==> src/rtl/core/dcsr_pkg.sv <==
// shared types, codes and constants of the daisy-chain shadow refresh unit
package dcsr_pkg;

  localparam int MAX_DEVICES_DEF      = 8;
  localparam int PORTS_PER_DEVICE_DEF = 28;
  localparam int REGS_PER_DEVICE      = 4;

  localparam int IN_TDATA_W  = 16;
  localparam int IN_TUSER_W  = 2;
  localparam int OUT_TDATA_W = 24;
  localparam int CFG_DATA_W  = 4;
  localparam int CFG_INDEX_W = 1;

  localparam logic [CFG_INDEX_W-1:0] CFG_DEVICE_COUNT = 1'd0;
  localparam logic [CFG_INDEX_W-1:0] CFG_ENABLED      = 1'd1;

  localparam logic [7:0] ADDR_NOP = 8'h00;
  localparam logic [7:0] ADDR_D0  = 8'h44;
  localparam logic [7:0] ADDR_D1  = 8'h4C;
  localparam logic [7:0] ADDR_D2  = 8'h54;
  localparam logic [7:0] ADDR_D3  = 8'h5C;

  typedef enum logic [1:0] {
    OP_SET   = 2'd0,
    OP_FLUSH = 2'd1,
    OP_CLEAR = 2'd2,
    OP_NOP   = 2'd3
  } op_t;

  typedef enum logic [1:0] {
    ST_OK     = 2'd0,
    ST_NOT_EN = 2'd1,
    ST_RANGE  = 2'd2,
    ST_RSVD   = 2'd3
  } status_t;

  typedef enum logic [2:0] {
    S_IDLE,
    S_DIV,
    S_RD,
    S_MOD,
    S_FL_PRE,
    S_FL_EMIT,
    S_STATUS
  } state_t;

  typedef struct packed {
    logic       dirty;
    logic [7:0] shadow;
  } entry_t;

  typedef struct packed {
    logic   en;
    entry_t entry;
  } mem_wr_t;

  typedef struct packed {
    logic       is_status;
    logic [7:0] reg_address;
    logic [7:0] reg_data;
    logic       frame_end;
    status_t    status;
    logic       last;
  } out_item_t;

  function automatic logic [7:0] data_reg_addr(input logic [1:0] r);
    logic [7:0] a;
    case (r)
      2'd0:    a = ADDR_D0;
      2'd1:    a = ADDR_D1;
      2'd2:    a = ADDR_D2;
      default: a = ADDR_D3;
    endcase
    return a;
  endfunction

endpackage

==> src/rtl/core/daisy_chain_shadow_refresh_unit.sv <==
// top level of the daisy-chain shadow refresh unit: configuration, store and sequencer
//
//  channel  | direction | handshake             | payload
//  in_      | slave     | in_tvalid/in_tready   | tuser operation, tdata port/level/defer
//  out_     | master    | out_tvalid/out_tready | tuser is_status, tdata pair/status, tlast
//  cfg_     | write     | cfg_we                | cfg_index, cfg_wdata
//
// one item at a time; the input is taken again once the status item is in the output register
// set: decode (S_DIV), read-modify-write (S_RD, S_MOD), then a flush unless deferred
// flush or clear: a prefetch step, then 4 * device_count pairs, one pair per cycle unless the output stalls
// each item ends with one status item; a stalled output holds the walk in place
// reset sets the device count to one and clears enable, control state and the store valid bits
module daisy_chain_shadow_refresh_unit #(
  parameter int MAX_DEVICES      = dcsr_pkg::MAX_DEVICES_DEF,
  parameter int PORTS_PER_DEVICE = dcsr_pkg::PORTS_PER_DEVICE_DEF
) (
  input  logic                                clk,
  input  logic                                rst_n,
  input  logic                                in_tvalid,
  output logic                                in_tready,
  // [7:0] port, [8] level, [9] defer
  input  logic [dcsr_pkg::IN_TDATA_W-1:0]     in_tdata,
  // [1:0] operation
  input  logic [dcsr_pkg::IN_TUSER_W-1:0]     in_tuser,
  output logic                                out_tvalid,
  input  logic                                out_tready,
  // [7:0] reg_address, [15:8] reg_data, [16] frame_end, [18:17] status
  output logic [dcsr_pkg::OUT_TDATA_W-1:0]    out_tdata,
  // [0] is_status
  output logic                                out_tuser,
  output logic                                out_tlast,
  input  logic                                cfg_we,
  input  logic [dcsr_pkg::CFG_INDEX_W-1:0]    cfg_index,
  input  logic [dcsr_pkg::CFG_DATA_W-1:0]     cfg_wdata
);

  localparam int DEPTH     = MAX_DEVICES * dcsr_pkg::REGS_PER_DEVICE;
  localparam int ADDR_W    = $clog2(DEPTH);
  localparam int DEV_CNT_W = $clog2(MAX_DEVICES + 1);

  logic [3:0]           dev_count_r;
  logic                 enabled_r;
  logic [DEV_CNT_W-1:0] n_dev;
  logic [ADDR_W-1:0]    rd_addr;
  logic [ADDR_W-1:0]    wr_addr;
  dcsr_pkg::entry_t     rd_entry;
  dcsr_pkg::mem_wr_t    wr;
  dcsr_pkg::out_item_t  out_item;

  always_ff @(posedge clk) begin
    if (!rst_n) begin
      dev_count_r <= 4'd1;
      enabled_r   <= 1'b0;
    end else if (cfg_we) begin
      case (cfg_index)
        dcsr_pkg::CFG_DEVICE_COUNT: dev_count_r <= cfg_wdata[3:0];
        dcsr_pkg::CFG_ENABLED:      enabled_r   <= cfg_wdata[0];
        default: ;
      endcase
    end
  end

  // saturate the chain length to the store size
  assign n_dev = (32'(dev_count_r) > MAX_DEVICES) ? DEV_CNT_W'(MAX_DEVICES)
                                                 : DEV_CNT_W'(dev_count_r);

  dcsr_mem #(
    .DEPTH  (DEPTH),
    .ADDR_W (ADDR_W)
  ) u_mem (
    .clk      (clk),
    .rst_n    (rst_n),
    .rd_addr  (rd_addr),
    .rd_entry (rd_entry),
    .wr       (wr),
    .wr_addr  (wr_addr)
  );

  dcsr_ctrl #(
    .MAX_DEVICES      (MAX_DEVICES),
    .PORTS_PER_DEVICE (PORTS_PER_DEVICE),
    .DEPTH            (DEPTH),
    .ADDR_W           (ADDR_W),
    .DEV_CNT_W        (DEV_CNT_W)
  ) u_ctrl (
    .clk       (clk),
    .rst_n     (rst_n),
    .in_valid  (in_tvalid),
    .in_ready  (in_tready),
    .in_op     (in_tuser[1:0]),
    .in_port   (in_tdata[7:0]),
    .in_level  (in_tdata[8]),
    .in_defer  (in_tdata[9]),
    .enabled   (enabled_r),
    .n_dev     (n_dev),
    .rd_addr   (rd_addr),
    .rd_entry  (rd_entry),
    .wr        (wr),
    .wr_addr   (wr_addr),
    .out_valid (out_tvalid),
    .out_ready (out_tready),
    .out_item  (out_item)
  );

  assign out_tdata = {5'd0, out_item.status, out_item.frame_end,
                      out_item.reg_data, out_item.reg_address};
  assign out_tuser = out_item.is_status;
  assign out_tlast = out_item.last;

endmodule

==> src/rtl/core/dcsr_mem.sv <==
// shadow byte and dirty mark store with per-entry valid bits and registered read
module dcsr_mem #(
  parameter int DEPTH  = dcsr_pkg::MAX_DEVICES_DEF * dcsr_pkg::REGS_PER_DEVICE,
  parameter int ADDR_W = $clog2(DEPTH)
) (
  input  logic               clk,
  input  logic               rst_n,
  input  logic [ADDR_W-1:0]  rd_addr,
  output dcsr_pkg::entry_t   rd_entry,
  input  dcsr_pkg::mem_wr_t  wr,
  input  logic [ADDR_W-1:0]  wr_addr
);

  dcsr_pkg::entry_t mem [DEPTH];
  logic [DEPTH-1:0] vld_r;
  dcsr_pkg::entry_t rd_data_r;
  logic             rd_vld_r;

  always_ff @(posedge clk) begin
    if (wr.en) begin
      mem[wr_addr] <= wr.entry;
    end
    rd_data_r <= mem[rd_addr];
  end

  always_ff @(posedge clk) begin
    if (!rst_n) begin
      vld_r    <= '0;
      rd_vld_r <= 1'b0;
    end else begin
      if (wr.en) begin
        vld_r[wr_addr] <= 1'b1;
      end
      rd_vld_r <= vld_r[rd_addr];
    end
  end

  // entries never written read as the reset value
  assign rd_entry = rd_vld_r ? rd_data_r : '0;

endmodule

==> src/rtl/core/dcsr_ctrl.sv <==
// sequencer: port decode, read-modify-write of the store, frame walk and result register
module dcsr_ctrl #(
  parameter int MAX_DEVICES      = dcsr_pkg::MAX_DEVICES_DEF,
  parameter int PORTS_PER_DEVICE = dcsr_pkg::PORTS_PER_DEVICE_DEF,
  parameter int DEPTH            = MAX_DEVICES * dcsr_pkg::REGS_PER_DEVICE,
  parameter int ADDR_W           = $clog2(DEPTH),
  parameter int DEV_CNT_W        = $clog2(MAX_DEVICES + 1)
) (
  input  logic                    clk,
  input  logic                    rst_n,
  input  logic                    in_valid,
  output logic                    in_ready,
  input  logic [1:0]              in_op,
  input  logic [7:0]              in_port,
  input  logic                    in_level,
  input  logic                    in_defer,
  input  logic                    enabled,
  input  logic [DEV_CNT_W-1:0]    n_dev,
  output logic [ADDR_W-1:0]       rd_addr,
  input  dcsr_pkg::entry_t        rd_entry,
  output dcsr_pkg::mem_wr_t       wr,
  output logic [ADDR_W-1:0]       wr_addr,
  output logic                    out_valid,
  input  logic                    out_ready,
  output dcsr_pkg::out_item_t     out_item
);

  localparam int         DIV_W   = $clog2(256 / PORTS_PER_DEVICE + 1);
  localparam logic [7:0] PPD     = 8'(PORTS_PER_DEVICE);
  localparam int         DIV_SH  = 8 + $clog2(PORTS_PER_DEVICE);
  localparam int         DIV_MUL = (2 ** DIV_SH + PORTS_PER_DEVICE - 1) / PORTS_PER_DEVICE;
  localparam int         MUL_W   = $clog2(DIV_MUL + 1);
  localparam int         PROD_W  = 8 + MUL_W;

  dcsr_pkg::state_t    state_r, state_nxt;
  logic [7:0]          rem_r, rem_nxt;
  logic [DIV_W-1:0]    div_dev_r, div_dev_nxt;
  logic                level_r, level_nxt;
  logic                defer_r, defer_nxt;
  logic                clear_r, clear_nxt;
  dcsr_pkg::status_t   status_r, status_nxt;
  logic [DEV_CNT_W-1:0] walk_dev_r, walk_dev_nxt;
  logic [1:0]          walk_reg_r, walk_reg_nxt;
  logic                out_valid_r, out_valid_nxt;
  dcsr_pkg::out_item_t out_item_r, out_item_nxt;

  logic                 can_emit;
  logic [ADDR_W-1:0]    set_idx;
  logic [ADDR_W-1:0]    walk_idx;
  logic [ADDR_W-1:0]    adv_idx;
  logic                 last_dev;
  logic                 walk_done;
  logic [DEV_CNT_W-1:0] walk_dev_adv;
  logic [1:0]           walk_reg_adv;
  logic [7:0]           set_mask;
  logic                 send;
  logic [7:0]           shadow_eff;
  logic [PROD_W-1:0]    div_prod;
  logic [DIV_W-1:0]     div_q;
  logic [7:0]           div_r;

  assign can_emit     = !out_valid_r || out_ready;
  assign set_idx      = ADDR_W'({div_dev_r, rem_r[4:3]});
  assign walk_idx     = ADDR_W'({walk_dev_r, walk_reg_r});
  assign last_dev     = (walk_dev_r == n_dev - DEV_CNT_W'(1));
  assign walk_done    = last_dev && (walk_reg_r == 2'd3);
  assign walk_dev_adv = last_dev ? '0 : walk_dev_r + DEV_CNT_W'(1);
  assign walk_reg_adv = last_dev ? walk_reg_r + 2'd1 : walk_reg_r;
  assign adv_idx      = ADDR_W'({walk_dev_adv, walk_reg_adv});
  assign set_mask     = 8'd1 << rem_r[2:0];
  assign send         = clear_r || rd_entry.dirty;
  assign shadow_eff   = clear_r ? 8'd0 : rd_entry.shadow;
  assign div_prod     = PROD_W'(rem_r) * PROD_W'(DIV_MUL);
  assign div_q        = DIV_W'(div_prod >> DIV_SH);
  assign div_r        = rem_r - 8'(div_q) * PPD;

  always_ff @(posedge clk) begin
    if (!rst_n) begin
      state_r     <= dcsr_pkg::S_IDLE;
      out_valid_r <= 1'b0;
    end else begin
      state_r     <= state_nxt;
      out_valid_r <= out_valid_nxt;
    end
  end

  always_ff @(posedge clk) begin
    rem_r      <= rem_nxt;
    div_dev_r  <= div_dev_nxt;
    level_r    <= level_nxt;
    defer_r    <= defer_nxt;
    clear_r    <= clear_nxt;
    status_r   <= status_nxt;
    walk_dev_r <= walk_dev_nxt;
    walk_reg_r <= walk_reg_nxt;
    out_item_r <= out_item_nxt;
  end

  always_comb begin
    state_nxt     = state_r;
    rem_nxt       = rem_r;
    div_dev_nxt   = div_dev_r;
    level_nxt     = level_r;
    defer_nxt     = defer_r;
    clear_nxt     = clear_r;
    status_nxt    = status_r;
    walk_dev_nxt  = walk_dev_r;
    walk_reg_nxt  = walk_reg_r;
    out_valid_nxt = out_valid_r && !out_ready;
    out_item_nxt  = out_item_r;
    in_ready      = 1'b0;
    rd_addr       = walk_idx;
    wr            = '0;
    wr_addr       = walk_idx;

    case (state_r)
      dcsr_pkg::S_IDLE: begin
        in_ready = 1'b1;
        if (in_valid) begin
          rem_nxt      = in_port;
          div_dev_nxt  = '0;
          level_nxt    = in_level;
          defer_nxt    = in_defer;
          clear_nxt    = (in_op == dcsr_pkg::OP_CLEAR);
          status_nxt   = dcsr_pkg::ST_OK;
          walk_dev_nxt = '0;
          walk_reg_nxt = 2'd0;
          if (!enabled) begin
            status_nxt = dcsr_pkg::ST_NOT_EN;
            state_nxt  = dcsr_pkg::S_STATUS;
          end else begin
            case (in_op)
              dcsr_pkg::OP_SET:   state_nxt = dcsr_pkg::S_DIV;
              dcsr_pkg::OP_FLUSH: state_nxt = dcsr_pkg::S_FL_PRE;
              dcsr_pkg::OP_CLEAR: state_nxt = dcsr_pkg::S_FL_PRE;
              default:            state_nxt = dcsr_pkg::S_STATUS;
            endcase
          end
        end
      end
      // port / ports_per_device by reciprocal multiplication
      dcsr_pkg::S_DIV: begin
        rem_nxt     = div_r;
        div_dev_nxt = div_q;
        if (8'(div_q) >= 8'(n_dev)) begin
          status_nxt = dcsr_pkg::ST_RANGE;
          state_nxt  = dcsr_pkg::S_STATUS;
        end else begin
          state_nxt = dcsr_pkg::S_RD;
        end
      end
      dcsr_pkg::S_RD: begin
        rd_addr   = set_idx;
        state_nxt = dcsr_pkg::S_MOD;
      end
      dcsr_pkg::S_MOD: begin
        wr.en           = 1'b1;
        wr.entry.dirty  = 1'b1;
        wr.entry.shadow = level_r ? (rd_entry.shadow | set_mask)
                                  : (rd_entry.shadow & ~set_mask);
        wr_addr         = set_idx;
        state_nxt       = defer_r ? dcsr_pkg::S_STATUS : dcsr_pkg::S_FL_PRE;
      end
      dcsr_pkg::S_FL_PRE: begin
        if (n_dev == '0) begin
          state_nxt = dcsr_pkg::S_STATUS;
        end else begin
          state_nxt = dcsr_pkg::S_FL_EMIT;
        end
      end
      dcsr_pkg::S_FL_EMIT: begin
        if (can_emit) begin
          out_valid_nxt            = 1'b1;
          out_item_nxt.is_status   = 1'b0;
          out_item_nxt.reg_address = send ? dcsr_pkg::data_reg_addr(walk_reg_r)
                                          : dcsr_pkg::ADDR_NOP;
          out_item_nxt.reg_data    = send ? shadow_eff : 8'd0;
          out_item_nxt.frame_end   = last_dev;
          out_item_nxt.status      = dcsr_pkg::ST_OK;
          out_item_nxt.last        = 1'b0;
          wr.en                    = send;
          wr.entry.dirty           = 1'b0;
          wr.entry.shadow          = shadow_eff;
          walk_dev_nxt             = walk_dev_adv;
          walk_reg_nxt             = walk_reg_adv;
          rd_addr                  = adv_idx;
          if (walk_done) begin
            state_nxt = dcsr_pkg::S_STATUS;
          end
        end
      end
      dcsr_pkg::S_STATUS: begin
        if (can_emit) begin
          out_valid_nxt            = 1'b1;
          out_item_nxt.is_status   = 1'b1;
          out_item_nxt.reg_address = dcsr_pkg::ADDR_NOP;
          out_item_nxt.reg_data    = 8'd0;
          out_item_nxt.frame_end   = 1'b0;
          out_item_nxt.status      = status_r;
          out_item_nxt.last        = 1'b1;
          state_nxt                = dcsr_pkg::S_IDLE;
        end
      end
      default: begin
        state_nxt = dcsr_pkg::S_IDLE;
      end
    endcase
  end

  assign out_valid = out_valid_r;
  assign out_item  = out_item_r;

`ifndef SYNTH
  a_no_write_idle: assert property (@(posedge clk) disable iff (!rst_n)
    wr.en |-> (state_r == dcsr_pkg::S_MOD || state_r == dcsr_pkg::S_FL_EMIT))
    else $error("store written outside a modify or flush step");

  a_walk_in_chain: assert property (@(posedge clk) disable iff (!rst_n)
    (state_r == dcsr_pkg::S_FL_EMIT) |-> (walk_dev_r < n_dev))
    else $error("frame walk beyond the chained devices");

  a_last_is_status: assert property (@(posedge clk) disable iff (!rst_n)
    out_valid_r |-> (out_item_r.last == out_item_r.is_status))
    else $error("last flag not on the status item");

  a_disabled_status: assert property (@(posedge clk) disable iff (!rst_n)
    (state_r == dcsr_pkg::S_IDLE && in_valid && !enabled)
      |=> (state_r == dcsr_pkg::S_STATUS && status_r == dcsr_pkg::ST_NOT_EN))
    else $error("disabled operation not answered by a status item");
`endif

endmodule

==> config.mk <==
export PLATFORM = sky130hd
export DESIGN_NAME = daisy_chain_shadow_refresh_unit
export DESIGN_NICKNAME = d
export VERILOG_FILES = /design/src/rtl/core/dcsr_pkg.sv /design/src/rtl/core/daisy_chain_shadow_refresh_unit.sv /design/src/rtl/core/dcsr_mem.sv /design/src/rtl/core/dcsr_ctrl.sv
export SDC_FILE = /design/constraint.sdc
export NUM_CORES = 1
export LEC_CHECK = 0
export BUFFER_PORTS_ARGS = -buffer_cell sky130_fd_sc_hd__clkbuf_2
export CAP_MARGIN = 20
export CORE_MARGIN = 5
export CORE_UTILIZATION = 62
export DETAILED_ROUTE_END_ITERATION = 12
export MAX_ROUTING_LAYER = met4
export PLACE_DENSITY = 0.89
export SLEW_MARGIN = 10
export SYNTH_ARGS = -nofsm -noshare
export SYNTH_HDL_FRONTEND = slang
export SYNTH_HIERARCHICAL = 1
export SYNTH_SLANG_ARGS = --single-unit
==> constraint.sdc <==
create_clock -name clk -period 7.22 [get_ports clk]
set_input_delay 1.444 -clock clk [delete_from_list [all_inputs] [get_ports clk]]
set_output_delay 1.444 -clock clk [all_outputs]
set_load 0.01 [all_outputs]
==> Word-level counts from Yosys, hierarchy flattened <==
Memories as Yosys holds them, arrays and structs flattened. A register that Yosys moved wholly into a read port is not among the register bits.
Cells that the tools add are included.
{ "word_totals": {"ff_bits": 85, "latch_bits": 0, "ramBits": 288, "mem_bits_ro": 0, "inputBits": 28, "output_inout_bits": 28, "wordCells": 128, "mem_count": 1} }
{ "op_classes": {"add_sub_neg": 4, "multipliers": 2, "n_div": 0, "n_lt_le_gt_ge": 5, "eq_ne": 17, "shift": 1, "mux": 49, "n_bitwise": 5, "n_reduce_logical": 24} }
{ "memory_table": {"columns": ["name", "words", "word_bits", "rd", "rd_clocked_by_memory_dff", "wr", "line", "rtl"], "rows": [
  ["u_mem.mem", 32, 9, 1, 1, 1, "dcsr_mem.sv:14", "dcsr_pkg::entry_t mem [DEPTH];"]
]} }
{ "ops": {"columns": ["operator", "n"], "rows": [
  ["$mux 21", 2],
  ["$pmux 21 s2", 1],
  ["$mux 8", 4],
  ["$or 32x32->32", 1],
  ["$pmux 3 s7", 1],
  ["$pmux 10 s2", 1],
  ["$mux 3", 6],
  ["$mul 8x9->17 const B", 1],
  ["$mux 4", 4],
  ["$pmux 8 s2", 1],
  ["$pmux 5 s3", 1],
  ["$mux 2", 7],
  ["$lt 5x6->1 const B", 2],
  ["$pmux 3 s2", 2],
  ["$mux 10", 1],
  ["$mux 5", 2],
  ["$pmux 5 s2", 1],
  ["$eq 3x3->1 const B", 3],
  ["$mux 9", 1],
  ["$reduce_and 3->1", 3],
  ["$and 8x8->8", 1],
  ["$mux 1", 8],
  ["$ne 2x1->1 const B", 4],
  ["$not 8->8", 1],
  ["other kinds (32)", 48]
]} }

==> Longest topological paths before layout <==
{ "depth": {"depth_word": 9, "mapped_depth": 24, "depth_no_buf": 24} }

==> Modules after synthesis <==
Netlist, hierarchy kept.
{ "modules_own_cells": {"columns": ["mod", "n_inst", "cells_per_inst", "area_each_um2", "seq_area_each_um2"], "rows": [
  ["dcsr_mem", 1, 565, 12528.3, 9489.1],
  ["dcsr_ctrl", 1, 378, 3634.7, 1221.2],
  ["daisy_chain_shadow_refresh_unit", 1, 33, 272.8, 100.1]
]} }

==> Least setup slack after synthesis <==
Ideal clock, no wire load.
{ "synth_timing": {"path_type": "flip-flop to flip-flop", "start": "register u_ctrl.rem_r[5]", "end": "register u_ctrl.rem_r[7], data pin", "arrival_time_ns": 5.006, "required_time_ns": 6.957, "slack_ns": 1.950, "path_stages_with_launch": 23, "path_buffers": 0, "path_cell_list": "edfxtp_1 > ha_1 > fa_1 > fa_1 > ha_1 > ha_1 > nand4_1 > a31oi_1 > a211o_2 > a21oi_2 > xnor2_1 > inv_1 > ha_1 > ha_1 > fa_1 > inv_1 > ha_1 > o21ai_0 > a21oi_1 > o21a_1 > nor2_1 > xnor2_1 > o21ai_0"} }
{ "synth_between": {"elab_chain_len": 4} }
{ "synth_rtl": {"columns": ["item", "line", "rtl"], "rows": [
  ["from (decl)", "dcsr_ctrl.sv:36", "logic [7:0] rem_r, rem_nxt;"],
  ["from (signal assigned)", "dcsr_ctrl.sv:88", "rem_r <= rem_nxt;"],
  ["$mul 8x9->17", "dcsr_ctrl.sv:73", "assign div_prod = PROD_W'(rem_r) * PROD_W'(DIV_MUL);"],
  ["named net u_ctrl.div_prod[15]", "dcsr_ctrl.sv:58", "logic [PROD_W-1:0] div_prod;"],
  ["$mul 4x3->6", "dcsr_ctrl.sv:75", "assign div_r = rem_r - 8'(div_q) * PPD;"],
  ["$sub 8x8->8", "dcsr_ctrl.sv:75", null],
  ["$pmux 8 s2", "dcsr_ctrl.sv:116", "case (state_r)"],
  ["named net u_ctrl.rem_nxt[7]", "dcsr_ctrl.sv:36", null]
]} }
The timed path passes the listed nets, and every way through them passes these cells.
A chain may end at the register's enable or synchronous reset.

==> Worst setup path in the final report <==
Same ends and word-level chain as after synthesis.

==> results.md <==
* Top Family by Delay on Critical Path: adder cells
* Die height at ~170 um
* Post-route ant nets at 0
* Vias post-DR at about 9,200
* Multi-input gate area at approximately 5300 sq um
* Die width at between 150 and 200 um
* I/O Pins at 56
* Largest net degree at the start of global routing at 82
* Global route overflow at 0
* H-Tree Depth at 2
* RSZ-0062 raised after global routing: false
* CP peak stage delay at between 0.5 and 0.6 ns
* Simple-gate share of the synthesized area at 5.85%
* CP Launch Point: u_ctrl/rem_r[5]
* Syn. warnings at 6
* Fmax at approximately 170 MHz
* Worst-skew pair later-pin latency at 0.52 ns
* Final period utilization at roughly 80%
* Postcts setup bufs at 0
* Cells after Synth at around 1,000
* Number of distinct library cells after synthesis at 67
* Internal at 0.00595 W
* Total CTS buffers at 36
* Vias in the first global route at slightly above 9,000
* Net Sw Frac at between 30% and 40%
* Share of cells above drive strength 1 at between 20% and 30%
* Synth-to-Final Area Change at 11.1%
* Layout Cells excl Fill at ~1,400
* Final nets at approximately 1,100
* Top cells by area, synth: edfxtp_1, mux4_2, dfxtp_1
* Critical Path AT at 6.01 ns
* Clk_skew at 0.0224 ns
* Clock Path Buffers at 3
* PwrDens at a little over 500 nW/um^2
* Lkg Pwr at between 6 and 7 nW
* Largest family of logic cells by synthesized area: multiplexers
* Final Setup Violations at 0
* Ys flop type: edfxtp_1
* Syn Area/Cell at about 17 sq um
* I/O Buffers at 40
* Hold Buf Count CTS at 0
* Slew Limit Fails at 0
* Switching pwr at 0.00354 W
* Worst Setup End Kind: register
* Critical path class: register to register
* Worst reg2reg startpoint: u_ctrl/rem_r[5]
* Average wire per standard cell at between 20 and 30 um
* Hold wc startpoint: dev_count_r[2]
* Initial antenna violation count at 1
* Maxcap violations at 0
* Crit-path max FO at 5
* Util after Layout at between 70% and 80%
* Most frequent CP cell: ha_1
* HPWL Detailed at around 22,000 um
* FF/Latch Area at approximately 11,000 sq um
* Fin crit period at around 5.8 ns
* Design Area, Final at ~18,000 sq um
* Initial core utilization at roughly 63%
* Post-synthesis mux area share at between 10 and 15%
* Die area at about 30,000 sq um
* First-pass detailed-route iteration total at 7
* Status: complete, no violations
* Post-Route WL at 37,200 um
* RePlAce Congestion at 0.855
* Async set-reset flop share out of synthesis at 0%
* Sequential fraction of the synthesis area at roughly two thirds
* Worst-margin pin slew at about 1.1 ns
* Yosys top cell by area: edfxtp_1
* Worst Path Required at around 7.5 ns
* Critical Path, Cell by Cell: ha_1 > fa_1 > fa_1 > ha_1 > ha_1 > nand4_1 > a31oi_1 > a211o_2 > a21oi_2 > xnor2_1 > inv_1 > ha_1 > ha_1 > fa_1 > inv_1 > ha_1 > o21ai_0 > a21oi_1 > o21a_1 > nor2_1 > xnor2_1 > o21ai_0
* Relative slew slack at ~27%
* Xor/xnor share of the synthesized area at 1.41%
* Post-synth EDFFs at ~330
* First-pass GRT wire length at 57,100 um
* Drt drc at 0
* Placed cell count at about 1,300
* Core area at ~26,000 sq um
* Rows at 59
* CTS tree: built
* Share of the synthesized area in the top cell type at 59.6%
* Slowest CP cell: fa_1
* GRT Util Overall at between 20% and 30%
* # clock sinks at 377
* Placed inst area at 16,900 sq um
* TNS Setup at 0 ns
* CP Launch Type: register
* Yosys reg bits at 377
* DR vias/cell at 6.63
* Initial DRC Count at roughly 1,400
* Compound-Gate Fraction of Synth Area at under 10%
* Root buf cell: clkbuf_16
* Crit path buffers/inverters at 2
* Cts repair resizes at 0
* CTS clk-pin slew, worst paths at about 0.060 ns
* Clk network pwr share at 21.5%
* Synth Area in Adders at 5.12%
* Endpoints failing hold at 0
* Worst Hold Class: register to register
* Fillers at ~1,500
* Comb power frac at between 50% and 60%
* VDD IR-drop max at 0.000757 V
* Seq pwr share at between 20 and 30%
* Mapped Area at 16,400 sq um
-- metrics by stage --
step	hold slack, ns	setup WS, ns	total power [W]
2_1_floorplan	0.430	1.95	0.00626
3_3_place_gp	0.440	1.62	0.00717
3_5_place_dp	0.451	1.51	0.00737
4_1_cts	0.467	1.45	0.00950
5_1_grt	0.483	1.21	0.0100
6_report	0.463	1.44	0.00949
-- worst reg2reg max path: stages, from the launching register on --
cell and delay (ns):
edfxtp_1 0.49, ha_1 0.26, fa_1 0.51, fa_1 0.43, ha_1 0.31, ha_1 0.32
nand4_1 0.13, a31oi_1 0.09, a211o_2 0.37, a21oi_2 0.20, xnor2_1 0.21, inv_1 0.13
ha_1 0.31, ha_1 0.21, fa_1 0.48, inv_1 0.04, ha_1 0.31, o21ai_0 0.10
a21oi_1 0.19, o21a_1 0.14, nor2_1 0.04, xnor2_1 0.14, o21ai_0 0.09
-- power by group through the flow --
stage	Sequential [W]	Clock, W	Combinational [W]
2_1_floorplan	0.00269	0	0.00357
3_3_place_gp	0.00273	0	0.00444
3_5_place_dp	0.00275	0	0.00462
4_1_cts	0.00270	0.00206	0.00473
5_1_grt	0.00272	0.00215	0.00517
6_report	0.00270	0.00204	0.00474
-- registers in the layout (all words and copies together), names as in the netlist, 3 cells and up --
name and flops:
dev_count_r 4, u_ctrl/div_dev_r 3, u_ctrl/out_item 16, u_ctrl/rem_r 8, u_ctrl/state_r 3, u_ctrl/walk_dev_r 4, u_mem/mem 288, u_mem/rd_data_r 9
u_mem/vld_r 32
-- cells in the final DEF (no fill, tap or decap), drive strengths merged, types with 15 or more instances in the layout --
master  Yosys  layout
and2       24      24
mux4       97      97
a21oi      15      15
dfxtp      51      51
edfxtp    326     326
clkbuf     18      87
o21ai      24      24
ha         56      56
inv        31      31
o21a       35      35
nor2       69      69
nand2      48      48
-- logic make-up (layout without fill, tap and decap cells) --
group	count (synthesis)	after routing
buf+inv	83	148
compound gates	116	116
mux	114	114
fa+ha+maj	63	63
other cells	2	10
flops	377	377
xor+xnor	23	23
simple gates	198	198
-- path summary, 6_finish.rpt --
check,endpoint,slack [ns],depth (start not counted)
worst max-delay path,u_ctrl/rem_r[7],1.44,22
worst min register to register,dev_count_r[2],0.46,2
worst min-delay path,dev_count_r[2],0.46,2
worst max register to register,u_ctrl/rem_r[7],1.44,22
-- layer usage --
metal	track usage [%]	wire length, um	share of wire, %	vias up
li1	-	-	-	3872
met1	34.0	13500	36	4587
met2	41.2	18800	51	598
met3	4.93	3660	9.8	115
met4	7.37	1270	3.4	0
met5	-	0	0	-
-- cell usage after synthesis (all sizes together) (10+ instances only) --
master / n
xnor2: 13
dfxtp: 51
and2: 24
a21oi: 15
edfxtp: 326
ha: 56
nor3: 10
o21a: 35
inv: 31
buf: 33
mux2: 11
clkbuf: 18
mux4: 97
o21ai: 24
nand2: 48
nor2: 69
-- cell type report --
type	count	area share, %
sequential	377	59.2
multi-input combinational	523	29.0
clock buffer	47	5.56
tap	335	2.30
timing repair buffer	52	1.78
clock inverter	17	1.51
inverter	32	0.658
antenna	1	0.0137
Note: power is estimated with default switching activity, not from simulation.
